### config.mk
export PLATFORM = sky130hd
export DESIGN_NAME = disk_bus_byte_sniffer_flat
export DESIGN_NICKNAME = d
export VERILOG_FILES = /design/src/rtl/core/dbbs_pkg.sv /design/src/rtl/core/dbbs_if.sv /design/src/rtl/core/dbbs_res_fifo.sv /design/src/rtl/core/disk_bus_byte_sniffer.sv /design/src/flat_wrapper.sv
export SDC_FILE = /design/constraint.sdc
export NUM_CORES = 1
export LEC_CHECK = 0
export ABC_CLOCK_PERIOD_IN_PS = 4800
export BUFFER_PORTS_ARGS = -buffer_cell sky130_fd_sc_hd__clkbuf_2
export CORE_MARGIN = 2
export CORE_UTILIZATION = 30
export DETAILED_ROUTE_END_ITERATION = 8
export SYNTH_ARGS = -nofsm -noshare
export SYNTH_HDL_FRONTEND = slang
export SYNTH_SLANG_ARGS = --single-unit
### constraint.sdc
create_clock -name i_clk -period 4.8 [get_ports i_clk]
set_input_delay 0.24 -clock i_clk [delete_from_list [all_inputs] [get_ports i_clk]]
set_output_delay 0.24 -clock i_clk [all_outputs]
set_load 0.005 [all_outputs]
### src/rtl/core/dbbs_pkg.sv
// dbbs_pkg: shared codes, reset values and types for the disk bus byte sniffer
// no dependencies; imported by the result queue and the top level
package dbbs_pkg;

    // item modes
    localparam logic [1:0] MODE_WR_SAMPLE  = 2'd0;
    localparam logic [1:0] MODE_RD_SAMPLE  = 2'd1;
    localparam logic [1:0] MODE_REQ_CHANGE = 2'd2;

    // configuration register indexes
    localparam logic [1:0] CFG_SYNC_BYTE  = 2'd0;
    localparam logic [1:0] CFG_MIN_BITS   = 2'd1;
    localparam logic [1:0] CFG_PHASE_MASK = 2'd2;

    // channel codes
    localparam logic CH_WR = 1'b0;
    localparam logic CH_RD = 1'b1;

    // configuration reset values
    localparam logic [7:0]  RST_SYNC_BYTE  = 8'hC3;
    localparam logic [3:0]  RST_MIN_BITS   = 4'd10;
    localparam logic [15:0] RST_PHASE_MASK = 16'hCC00;

    // bit counter ceiling
    localparam logic [3:0] BIT_CNT_MAX = 4'd15;

    // result queue geometry
    localparam int QUEUE_DEPTH = 4;
    localparam int QUEUE_PTR_W = 2;
    localparam int QUEUE_CNT_W = 3;

    // result fields other than the buffer position
    typedef struct packed {
        logic       channel;
        logic [7:0] data_byte;
        logic       stored;
        logic       end_of_packet;
        logic       overflow;
        logic       last;
    } t_res_meta;

    // results produced by one transfer, count is 0, 1 or 2
    typedef struct packed {
        logic [1:0] count;
        t_res_meta  meta0;
        t_res_meta  meta1;
    } t_push;

endpackage

### src/rtl/core/dbbs_if.sv
// dbbs_if: valid/ready channel interfaces of the disk bus byte sniffer
// input items, configuration writes and result items; no dependencies

// input item channel
interface dbbs_item_if;
    logic       valid;
    logic       ready;
    logic [1:0] mode;
    logic       sample_bit;
    logic       request_level;
    logic [3:0] phase_lines;

    modport source (output valid, output mode, output sample_bit,
                    output request_level, output phase_lines, input ready);
    modport sink   (input valid, input mode, input sample_bit,
                    input request_level, input phase_lines, output ready);
endinterface

// configuration write channel
interface dbbs_cfg_if;
    logic        valid;
    logic        ready;
    logic [1:0]  index;
    logic [15:0] data;

    modport source (output valid, output index, output data, input ready);
    modport sink   (input valid, input index, input data, output ready);
endinterface

// result item channel
interface dbbs_res_if #(
    parameter int POS_W = 11
);
    logic             valid;
    logic             ready;
    logic             channel;
    logic [7:0]       data_byte;
    logic [POS_W-1:0] position;
    logic             stored;
    logic             end_of_packet;
    logic             overflow;
    logic             last;

    modport source (output valid, output channel, output data_byte, output position,
                    output stored, output end_of_packet, output overflow,
                    output last, input ready);
    modport sink   (input valid, input channel, input data_byte, input position,
                    input stored, input end_of_packet, input overflow,
                    input last, output ready);
endinterface

### src/rtl/core/dbbs_res_fifo.sv
// dbbs_res_fifo: small result queue that takes up to two results per cycle while it has room
// for two, and hands out one per cycle while the receiver is ready; depends on dbbs_pkg
module dbbs_res_fifo import dbbs_pkg::*; #(
    parameter int POS_W = 11
) (
    input  logic             i_clk,
    input  logic             i_rst_n,
    input  t_push            i_push,
    input  logic [POS_W-1:0] i_pos0,
    input  logic [POS_W-1:0] i_pos1,
    output logic             o_in_ready,
    output logic             o_valid,
    input  logic             i_out_ready,
    output t_res_meta        o_meta,
    output logic [POS_W-1:0] o_pos
);

    t_res_meta              r_meta [QUEUE_DEPTH];
    logic [POS_W-1:0]       r_pos  [QUEUE_DEPTH];
    logic [QUEUE_PTR_W-1:0] r_wr_ptr;
    logic [QUEUE_PTR_W-1:0] r_rd_ptr;
    logic [QUEUE_CNT_W-1:0] r_count;
    logic [QUEUE_PTR_W-1:0] wr_ptr1;
    logic                   pop;

    // second write slot and read transfer
    assign wr_ptr1 = r_wr_ptr + QUEUE_PTR_W'(1);
    assign pop     = (r_count != '0) && i_out_ready;

    // room for a two-result burst
    assign o_in_ready = r_count <= QUEUE_CNT_W'(QUEUE_DEPTH - 2);
    assign o_valid    = r_count != '0;
    assign o_meta     = r_meta[r_rd_ptr];
    assign o_pos      = r_pos[r_rd_ptr];

    // entry storage
    always_ff @(posedge i_clk) begin
        if (i_push.count != 2'd0) begin
            r_meta[r_wr_ptr] <= i_push.meta0;
            r_pos[r_wr_ptr]  <= i_pos0;
        end
        if (i_push.count == 2'd2) begin
            r_meta[wr_ptr1] <= i_push.meta1;
            r_pos[wr_ptr1]  <= i_pos1;
        end
    end

    // pointers and fill count
    always_ff @(posedge i_clk) begin
        if (!i_rst_n) begin
            r_wr_ptr <= '0;
            r_rd_ptr <= '0;
            r_count  <= '0;
        end else begin
            r_wr_ptr <= r_wr_ptr + QUEUE_PTR_W'(i_push.count);
            r_rd_ptr <= r_rd_ptr + QUEUE_PTR_W'(pop);
            r_count  <= r_count + QUEUE_CNT_W'(i_push.count) - QUEUE_CNT_W'(pop);
        end
    end

`ifndef SYNTHESIS
    // fill count never passes the depth
    a_count_bound: assert property (@(posedge i_clk) disable iff (!i_rst_n)
        r_count <= QUEUE_CNT_W'(QUEUE_DEPTH))
        else $error("result queue overfilled");

    // results only arrive while there is room for a burst
    a_push_room: assert property (@(posedge i_clk) disable iff (!i_rst_n)
        (i_push.count != 2'd0) |-> o_in_ready)
        else $error("push without room");

    // a lone read transfer drops the count by one
    a_pop_count: assert property (@(posedge i_clk) disable iff (!i_rst_n)
        (pop && i_push.count == 2'd0) |=> r_count == $past(r_count) - QUEUE_CNT_W'(1))
        else $error("fill count lost track of a read");

    // a burst is a terminator pair with last only on the second
    a_burst_order: assert property (@(posedge i_clk) disable iff (!i_rst_n)
        (i_push.count == 2'd2) |-> (i_push.meta1.last && !i_push.meta0.last
            && i_push.meta0.end_of_packet && i_push.meta1.end_of_packet))
        else $error("bad terminator burst");
`endif

endmodule

### src/rtl/core/disk_bus_byte_sniffer.sv
// disk_bus_byte_sniffer: byte deserializer for the write and read lines of a disk bus
// Results are written into the result queue on the transfer of the item that causes them.
// Throughput: one item per cycle; results leave one per cycle, while the receiver is ready,
// from a four-entry queue, and input is held off while more than two results wait there.
// Reset (synchronous, i_rst_n low) clears capture state and queue and loads the
// register defaults; no clearing pass is needed.
// depends on dbbs_pkg, dbbs_if and dbbs_res_fifo
module disk_bus_byte_sniffer import dbbs_pkg::*; #(
    parameter int PACKET_BYTES = 1024
) (
    input  logic       i_clk,
    input  logic       i_rst_n,
    dbbs_item_if.sink  i_item,
    dbbs_cfg_if.sink   i_cfg,
    dbbs_res_if.source o_result
);

    localparam int               CNT_W    = $clog2(PACKET_BYTES + 1);
    localparam logic [CNT_W-1:0] CNT_FULL = CNT_W'(PACKET_BYTES);

    // configuration
    logic [7:0]  r_sync_byte;
    logic [3:0]  r_min_bits;
    logic [15:0] r_phase_mask;

    // capture state
    logic             r_capture, n_capture;
    logic             r_prev_req, n_prev_req;
    logic             r_wr_prev, n_wr_prev;
    logic [7:0]       r_wr_win, n_wr_win;
    logic [7:0]       r_rd_win, n_rd_win;
    logic [3:0]       r_wr_bits, n_wr_bits;
    logic [3:0]       r_rd_bits, n_rd_bits;
    logic             r_wr_synced, n_wr_synced;
    logic             r_rd_synced, n_rd_synced;
    logic [CNT_W-1:0] r_wr_cnt, n_wr_cnt;
    logic [CNT_W-1:0] r_rd_cnt, n_rd_cnt;

    // datapath
    logic             in_xfer;
    logic             enabled;
    logic             is_rd;
    logic             is_sample;
    logic             wr_decoded;
    logic             sh_bit;
    logic [7:0]       sel_win;
    logic [3:0]       sel_bits;
    logic             sel_synced;
    logic [CNT_W-1:0] sel_cnt;
    logic [7:0]       win_sh;
    logic             byte_done;
    logic             synced_next;
    logic             sel_full;
    logic             sel_store;
    logic [3:0]       bits_next;
    logic             req_fall;
    logic             req_rise;
    logic             rd_full;
    logic             wr_full;

    // queue link
    t_push            push;
    logic [CNT_W-1:0] push_pos0;
    logic [CNT_W-1:0] push_pos1;
    logic             q_in_ready;
    t_res_meta        q_meta;
    logic [CNT_W-1:0] q_pos;

    // configuration writes, always accepted
    assign i_cfg.ready = 1'b1;

    always_ff @(posedge i_clk) begin
        if (!i_rst_n) begin
            r_sync_byte  <= RST_SYNC_BYTE;
            r_min_bits   <= RST_MIN_BITS;
            r_phase_mask <= RST_PHASE_MASK;
        end else if (i_cfg.valid) begin
            unique case (i_cfg.index)
                CFG_SYNC_BYTE:  r_sync_byte  <= i_cfg.data[7:0];
                CFG_MIN_BITS:   r_min_bits   <= i_cfg.data[3:0];
                CFG_PHASE_MASK: r_phase_mask <= i_cfg.data;
                default: ;
            endcase
        end
    end

    // item decode
    assign i_item.ready = q_in_ready;
    assign in_xfer      = i_item.valid && i_item.ready;
    assign enabled      = r_phase_mask[i_item.phase_lines];
    assign is_rd        = i_item.mode == MODE_RD_SAMPLE;
    assign is_sample    = r_capture && (i_item.mode == MODE_WR_SAMPLE
                                        || i_item.mode == MODE_RD_SAMPLE);
    assign req_fall     = (i_item.mode == MODE_REQ_CHANGE) && !i_item.request_level
                          && r_prev_req;
    assign req_rise     = (i_item.mode == MODE_REQ_CHANGE) && i_item.request_level
                          && !r_prev_req && enabled;

    // write line is inverted, then a level change gives a one
    assign wr_decoded = ~i_item.sample_bit;
    assign sh_bit     = is_rd ? i_item.sample_bit : (wr_decoded ^ r_wr_prev);

    // shared shift unit on the selected channel
    assign sel_win    = is_rd ? r_rd_win    : r_wr_win;
    assign sel_bits   = is_rd ? r_rd_bits   : r_wr_bits;
    assign sel_synced = is_rd ? r_rd_synced : r_wr_synced;
    assign sel_cnt    = is_rd ? r_rd_cnt    : r_wr_cnt;

    assign win_sh      = {sel_win[6:0], sh_bit};
    assign byte_done   = win_sh[7];
    assign synced_next = sel_synced || (byte_done && win_sh == r_sync_byte
                                        && sel_bits > r_min_bits);
    assign sel_full    = sel_cnt == CNT_FULL;
    assign sel_store   = byte_done && synced_next && !sel_full;
    assign bits_next   = (sel_bits == BIT_CNT_MAX) ? sel_bits : sel_bits + 4'd1;

    assign rd_full = r_rd_cnt == CNT_FULL;
    assign wr_full = r_wr_cnt == CNT_FULL;

    // next state
    always_comb begin
        n_capture   = r_capture;
        n_prev_req  = r_prev_req;
        n_wr_prev   = r_wr_prev;
        n_wr_win    = r_wr_win;
        n_rd_win    = r_rd_win;
        n_wr_bits   = r_wr_bits;
        n_rd_bits   = r_rd_bits;
        n_wr_synced = r_wr_synced;
        n_rd_synced = r_rd_synced;
        n_wr_cnt    = r_wr_cnt;
        n_rd_cnt    = r_rd_cnt;
        if (in_xfer) begin
            priority if (is_sample) begin
                if (is_rd) begin
                    n_rd_win    = byte_done ? 8'd0 : win_sh;
                    n_rd_bits   = bits_next;
                    n_rd_synced = synced_next;
                    if (sel_store) begin
                        n_rd_cnt = r_rd_cnt + CNT_W'(1);
                    end
                end else begin
                    n_wr_prev   = wr_decoded;
                    n_wr_win    = byte_done ? 8'd0 : win_sh;
                    n_wr_bits   = bits_next;
                    n_wr_synced = synced_next;
                    if (sel_store) begin
                        n_wr_cnt = r_wr_cnt + CNT_W'(1);
                    end
                end
            end else if (i_item.mode == MODE_REQ_CHANGE) begin
                n_prev_req = i_item.request_level;
                if (req_fall) begin
                    n_wr_prev   = 1'b0;
                    n_wr_win    = 8'd0;
                    n_rd_win    = 8'd0;
                    n_wr_bits   = 4'd0;
                    n_rd_bits   = 4'd0;
                    n_wr_synced = 1'b0;
                    n_rd_synced = 1'b0;
                    n_wr_cnt    = '0;
                    n_rd_cnt    = '0;
                    if (enabled) begin
                        n_capture = 1'b1;
                    end
                end else if (req_rise) begin
                    n_capture = 1'b0;
                    if (!rd_full) begin
                        n_rd_cnt = r_rd_cnt + CNT_W'(1);
                    end
                    if (!wr_full) begin
                        n_wr_cnt = r_wr_cnt + CNT_W'(1);
                    end
                end
            end else begin
                n_capture = r_capture;
            end
        end
    end

    // state registers
    always_ff @(posedge i_clk) begin
        if (!i_rst_n) begin
            r_capture   <= 1'b0;
            r_prev_req  <= 1'b1;
            r_wr_prev   <= 1'b0;
            r_wr_win    <= 8'd0;
            r_rd_win    <= 8'd0;
            r_wr_bits   <= 4'd0;
            r_rd_bits   <= 4'd0;
            r_wr_synced <= 1'b0;
            r_rd_synced <= 1'b0;
            r_wr_cnt    <= '0;
            r_rd_cnt    <= '0;
        end else begin
            r_capture   <= n_capture;
            r_prev_req  <= n_prev_req;
            r_wr_prev   <= n_wr_prev;
            r_wr_win    <= n_wr_win;
            r_rd_win    <= n_rd_win;
            r_wr_bits   <= n_wr_bits;
            r_rd_bits   <= n_rd_bits;
            r_wr_synced <= n_wr_synced;
            r_rd_synced <= n_rd_synced;
            r_wr_cnt    <= n_wr_cnt;
            r_rd_cnt    <= n_rd_cnt;
        end
    end

    // results of this transfer: one byte, or the read then write terminators
    always_comb begin
        push.count = 2'd0;
        push.meta0 = '0;
        push.meta1 = '0;
        push_pos0  = sel_cnt;
        push_pos1  = r_wr_cnt;
        if (in_xfer && is_sample && byte_done) begin
            push.count               = 2'd1;
            push.meta0.channel       = is_rd ? CH_RD : CH_WR;
            push.meta0.data_byte     = win_sh;
            push.meta0.stored        = sel_store;
            push.meta0.end_of_packet = 1'b0;
            push.meta0.overflow      = sel_full;
            push.meta0.last          = 1'b1;
        end else if (in_xfer && req_rise) begin
            push.count               = 2'd2;
            push.meta0.channel       = CH_RD;
            push.meta0.stored        = !rd_full;
            push.meta0.end_of_packet = 1'b1;
            push.meta0.overflow      = rd_full;
            push.meta0.last          = 1'b0;
            push.meta1.channel       = CH_WR;
            push.meta1.stored        = !wr_full;
            push.meta1.end_of_packet = 1'b1;
            push.meta1.overflow      = wr_full;
            push.meta1.last          = 1'b1;
            push_pos0                = r_rd_cnt;
        end
    end

    // result queue
    dbbs_res_fifo #(
        .POS_W (CNT_W)
    ) u_res_fifo (
        .i_clk       (i_clk),
        .i_rst_n     (i_rst_n),
        .i_push      (push),
        .i_pos0      (push_pos0),
        .i_pos1      (push_pos1),
        .o_in_ready  (q_in_ready),
        .o_valid     (o_result.valid),
        .i_out_ready (o_result.ready),
        .o_meta      (q_meta),
        .o_pos       (q_pos)
    );

    // result channel
    assign o_result.channel       = q_meta.channel;
    assign o_result.data_byte     = q_meta.data_byte;
    assign o_result.position      = q_pos;
    assign o_result.stored        = q_meta.stored;
    assign o_result.end_of_packet = q_meta.end_of_packet;
    assign o_result.overflow      = q_meta.overflow;
    assign o_result.last          = q_meta.last;

endmodule
### src/flat_wrapper.sv
// flat-port wrapper written by rule: the top's interface ports become plain ports
module disk_bus_byte_sniffer_flat import dbbs_pkg::*;
#(
    parameter int PACKET_BYTES = 1024
)
  (i_clk, i_rst_n, i_item_valid, i_item_mode, i_item_sample_bit, i_item_request_level, i_item_phase_lines, i_item_ready, i_cfg_valid, i_cfg_index, i_cfg_data, i_cfg_ready, o_result_valid, o_result_channel, o_result_data_byte, o_result_position, o_result_stored, o_result_end_of_packet, o_result_overflow, o_result_last, o_result_ready);
  dbbs_item_if i_item_i ();
  dbbs_cfg_if i_cfg_i ();
  dbbs_res_if o_result_i ();
  input  logic i_clk;
  input  logic i_rst_n;
  input wire logic [$bits(i_item_i.valid)-1:0] i_item_valid;
  input wire logic [$bits(i_item_i.mode)-1:0] i_item_mode;
  input wire logic [$bits(i_item_i.sample_bit)-1:0] i_item_sample_bit;
  input wire logic [$bits(i_item_i.request_level)-1:0] i_item_request_level;
  input wire logic [$bits(i_item_i.phase_lines)-1:0] i_item_phase_lines;
  output wire logic [$bits(i_item_i.ready)-1:0] i_item_ready;
  input wire logic [$bits(i_cfg_i.valid)-1:0] i_cfg_valid;
  input wire logic [$bits(i_cfg_i.index)-1:0] i_cfg_index;
  input wire logic [$bits(i_cfg_i.data)-1:0] i_cfg_data;
  output wire logic [$bits(i_cfg_i.ready)-1:0] i_cfg_ready;
  output wire logic [$bits(o_result_i.valid)-1:0] o_result_valid;
  output wire logic [$bits(o_result_i.channel)-1:0] o_result_channel;
  output wire logic [$bits(o_result_i.data_byte)-1:0] o_result_data_byte;
  output wire logic [$bits(o_result_i.position)-1:0] o_result_position;
  output wire logic [$bits(o_result_i.stored)-1:0] o_result_stored;
  output wire logic [$bits(o_result_i.end_of_packet)-1:0] o_result_end_of_packet;
  output wire logic [$bits(o_result_i.overflow)-1:0] o_result_overflow;
  output wire logic [$bits(o_result_i.last)-1:0] o_result_last;
  input wire logic [$bits(o_result_i.ready)-1:0] o_result_ready;
  assign i_item_i.valid = i_item_valid;
  assign i_item_i.mode = i_item_mode;
  assign i_item_i.sample_bit = i_item_sample_bit;
  assign i_item_i.request_level = i_item_request_level;
  assign i_item_i.phase_lines = i_item_phase_lines;
  assign i_item_ready = i_item_i.ready;
  assign i_cfg_i.valid = i_cfg_valid;
  assign i_cfg_i.index = i_cfg_index;
  assign i_cfg_i.data = i_cfg_data;
  assign i_cfg_ready = i_cfg_i.ready;
  assign o_result_valid = o_result_i.valid;
  assign o_result_channel = o_result_i.channel;
  assign o_result_data_byte = o_result_i.data_byte;
  assign o_result_position = o_result_i.position;
  assign o_result_stored = o_result_i.stored;
  assign o_result_end_of_packet = o_result_i.end_of_packet;
  assign o_result_overflow = o_result_i.overflow;
  assign o_result_last = o_result_i.last;
  assign o_result_i.ready = o_result_ready;
  disk_bus_byte_sniffer #(.PACKET_BYTES(PACKET_BYTES)) u_core (.i_clk(i_clk), .i_rst_n(i_rst_n), .i_item(i_item_i), .i_cfg(i_cfg_i), .o_result(o_result_i));
endmodule
==> metrics.cfg <==
[outcome]
run_status=complete, no violations

[route]
dr.pass1.iters=5
detail_route.vias_per_cell=5.06
drt_wl_total_um=21900
ant_nets=0
drc=0
drtIter0Drc=380
avgRoutedWirePerCell_um=16.9
route.vias.total=6590

[yosys]
synth.top_cell.area_share=0.270
post_synth_instance_area_um2=8910
syn_area_per_cell_um2=10.2
synth-async-reset-ratio=0
synth_area_leaders=dfxtp_1, edfxtp_1, mux4_2, nand2_1, mux2_2
synth_seq_area_share=0.472
synth_xor_xnor_area_share=0.0138
yosys.area.top_type=dfxtp_1
yosys.cell_types.count=76
muxShareOfSynthArea=0.150
synthesis.nets=916
synth_simple_gate_area_share=0.162
synth_ff_type=dfxtp_1
yosysWarningCount=0
synth_top_family_by_area=simple AND/OR/NAND/NOR gates
synth-seq-cells=180
number_of_enable_flip_flop_cells_after_synthesis=60
yosys.area_share.adder=0.0219
synthesis.instances=870
synth_compound_gate_area_share=0.133

[global_route]
grt_overflow=0
antenna_found_initial=0
groute.usage.overall=0.145
grt_first_pass_wirelength_um=35500
first_global_vias=6598
grt_start_max_net_pins=49

[sta]
timing.final.hold_violations=0
maxSlewViolCount=0
setup_repair_after_global_routing_missed_its_margin=false
tightestPinTransition_ps=914
clock.fmax_mhz=302
fin_tns_setup_ps=0
timing.final.setup_violations=0
clock_skew_ps=12.9
worst_slew_slack_as_a_fraction_of_its_limit=0.390
fin_crit_ps=3310
final_min_period_over_clock_period=0.690

[min_path]
worst_hold_path_type=primary input to register
min_from=i_cfg_data[15]

[setup_path]
reg2reg_from=u_core.r_phase_mask[7]
timing.critical_path.slowest_stage_cell=nand2b_1
worst-path-buf-inv=3
ff2ff_setup_slack_ps=1550
slowest_delay_ps=530
cp.required_ps=5130
worst_path_dominant_cell_family=simple AND/OR/NAND/NOR gates
critical_path.startpoint_type=primary input
cp_num_cells=13
end_kind=register
setup.worst_path.end=u_core.push_pos1[3]
timing.setup.critical_path_class=primary input to register
worst-r2r-cell-count=7
timing.critical_path.arrival_ps=3640
critical_path.max_fanout=13
worstPathCellList=clkbuf_2 -> nand2b_1 -> mux2i_1 -> inv_1 -> ha_1 -> nand4_1 -> o311ai_0 -> a221oi_2 -> and3_1 -> a21oi_2 -> buf_4 -> or3_1 -> o41ai_1
critPathLaunch=i_item_mode[1]
worst_r2r_endpoint=u_core.u_res_fifo.r_pos[2][4]

[placement]
gp_routability_congestion=0.774
hpwlAfterDp_um=15300
portBuffers=56

[clocking]
cts.reportedPaths.clkPinSlew_ps=70
cts_sinks=180
insertion_delay_ps=430
cts_tree=done
cts_buffer_count=17
post_cts_resized=0
clockBufferDepth=2
cts_htree_levels=4
clock_tree.root_cell=clkbuf_16
post_cts_hold_buffer_count=0
postCtsSetupBuffers=0

[final_layout]
final_layout_size_suffix_gt1_frac=0.202
design.final.nets=945
top_library_cells_by_usage_in_the_layout_fill_and_taps_aside=dfxtp_1, nand2_1, nor2_1, edfxtp_1, a21oi_1
antennaDiodeCount=0
synthToLayoutAreaGrowth_pct=13.1
mostFrequentLayoutCell=dfxtp_1
layout.filler_cells=2977

[job]
drv_cap=0

[die]
placeableCoreArea_um2=29400
fp.dieH_um=176
floorplan.io_pins=58
rows=63
floorplan.initialDensity=0.303
die_width_um=176
area_of_the_die_um2=31100

[power_and_ir_drop]
cellPowerDensity_nw_per_um2=341
static-leakage-power_nw=3.51
ir_worst_vdd_uv=221
total_power_mw=3.44

[synth_stat cells (3+ instances only)]
| library cell | count |
|---|---|
| clkbuf_1 | 37 |
| or3_1 | 8 |
| nand3_1 | 14 |
| nand4_1 | 9 |
| mux4_2 | 25 |
| buf_2 | 6 |
| buf_1 | 5 |
| dfxtp_1 | 120 |
| a31oi_1 | 3 |
| nand2b_1 | 8 |
| o21ai_0 | 48 |
| a21o_1 | 3 |
| o311ai_0 | 17 |
| edfxtp_1 | 60 |
| and3_1 | 11 |
| nor2_1 | 60 |
| inv_1 | 30 |
| o31ai_1 | 7 |
| and2_1 | 7 |
| nor2b_1 | 10 |
| o22ai_1 | 10 |
| xnor2_1 | 9 |
| a32o_1 | 7 |
| ha_1 | 14 |
| nor3_1 | 12 |
| mux2i_1 | 22 |
| nand3b_1 | 13 |
| nand2_1 | 118 |
| mux2_4 | 5 |
| or2_2 | 10 |
| xor2_1 | 5 |
| o211ai_1 | 3 |
| buf_4 | 3 |
| a21oi_1 | 58 |
| nor4_1 | 3 |
| mux2_2 | 33 |
| o2bb2ai_1 | 7 |
| mux4_1 | 4 |
[sequential cells by signal, summed over array words and instances (netlist names), 7 cells and up]
| name | flops |
|---|---|
| u_core.push_pos1 | 11 |
| u_core.r_phase_mask | 16 |
| u_core.r_rd_cnt | 11 |
| u_core.r_rd_win | 7 |
| u_core.r_sync_byte | 8 |
| u_core.r_wr_win | 7 |
| u_core.u_res_fifo.r_meta | 52 |
| u_core.u_res_fifo.r_pos | 44 |
[worst min-delay path, delay by kind of cell]
| kind | cells | cell delay [ps] |
|---|---|---|
| simple gates | 2 | 100 |
| buf+inv | 1 | 70 |
[metrics by stage]
stage / utilization / setup WS [ps] / cells / hold WS (ps) / cell area (um2)
2_1_floorplan: - / 1810 / 870 / 364 / 8910
3_3_place_gp: 0.322 / 1170 / 1270 / 430 / 9470
3_5_place_dp: 0.322 / 1090 / 1270 / 442 / 9470
4_1_cts: 0.343 / 1550 / 1302 / 2.48 / 10100
5_1_grt: 0.343 / 1260 / 1302 / 31.1 / 10100
6_report: 0.343 / 1490 / 1302 / 24.5 / 10100
[final cells by class]
cell class                      count  area [um2]  area share
Multi-Input combinational cell    602        4290       0.426
Sequential cell                   180        4210       0.417
Tap cell                          390         488      0.0484
Clock buffer                       21         483      0.0479
Timing Repair Buffer               66         355      0.0353
Inverter                           32         133      0.0132
Clock inverter                     11         125      0.0124
[where the power goes]
part | internal [mW] | switching, mW | leakage, nW
Sequential | 1.59 | 0.0737 | 1.43
Clock | 0.816 | 0.625 | 0.300
Combinational | 0.170 | 0.162 | 1.78
Total | 2.58 | 0.861 | 3.51
[worst min path at each step]
stage | to | cells past startpoint | slack (ps)
2_1_floorplan | u_core.r_phase_mask[10] | 2 | 360
3_3_place_gp | u_core.u_res_fifo.r_meta[3][10] | 2 | 430
3_5_place_dp | u_core.u_res_fifo.r_meta[3][10] | 2 | 440
4_1_cts | u_core.r_phase_mask[15] | 3 | 2
5_1_grt | u_core.r_phase_mask[13] | 3 | 30
6_report | u_core.r_phase_mask[15] | 3 | 20
[cells by family (layout without fill, tap and decap cells)]
group | count (synthesis) | count (layout)
and+or+nand+nor | 299 | 299
AOI/OAI and AO/OA | 184 | 184
DFF | 180 | 180
muxes | 89 | 89
buffers and inverters | 88 | 130
adders and majority gates | 15 | 15
xor gates and xnor gates | 14 | 14
other | 1 | 1
[routing by layer]
layer	track usage	share of wire	routed length, um	up-vias
met2	0.228	0.46	9990	173
li1	-	-	-	3245
met5	0	0	0	-
met3	0.0355	0.051	1130	18
met1	0.200	0.48	10500	3154
met4	0.0389	0.013	289	0
No activity file was read; power rests on OpenSTA's default activity.
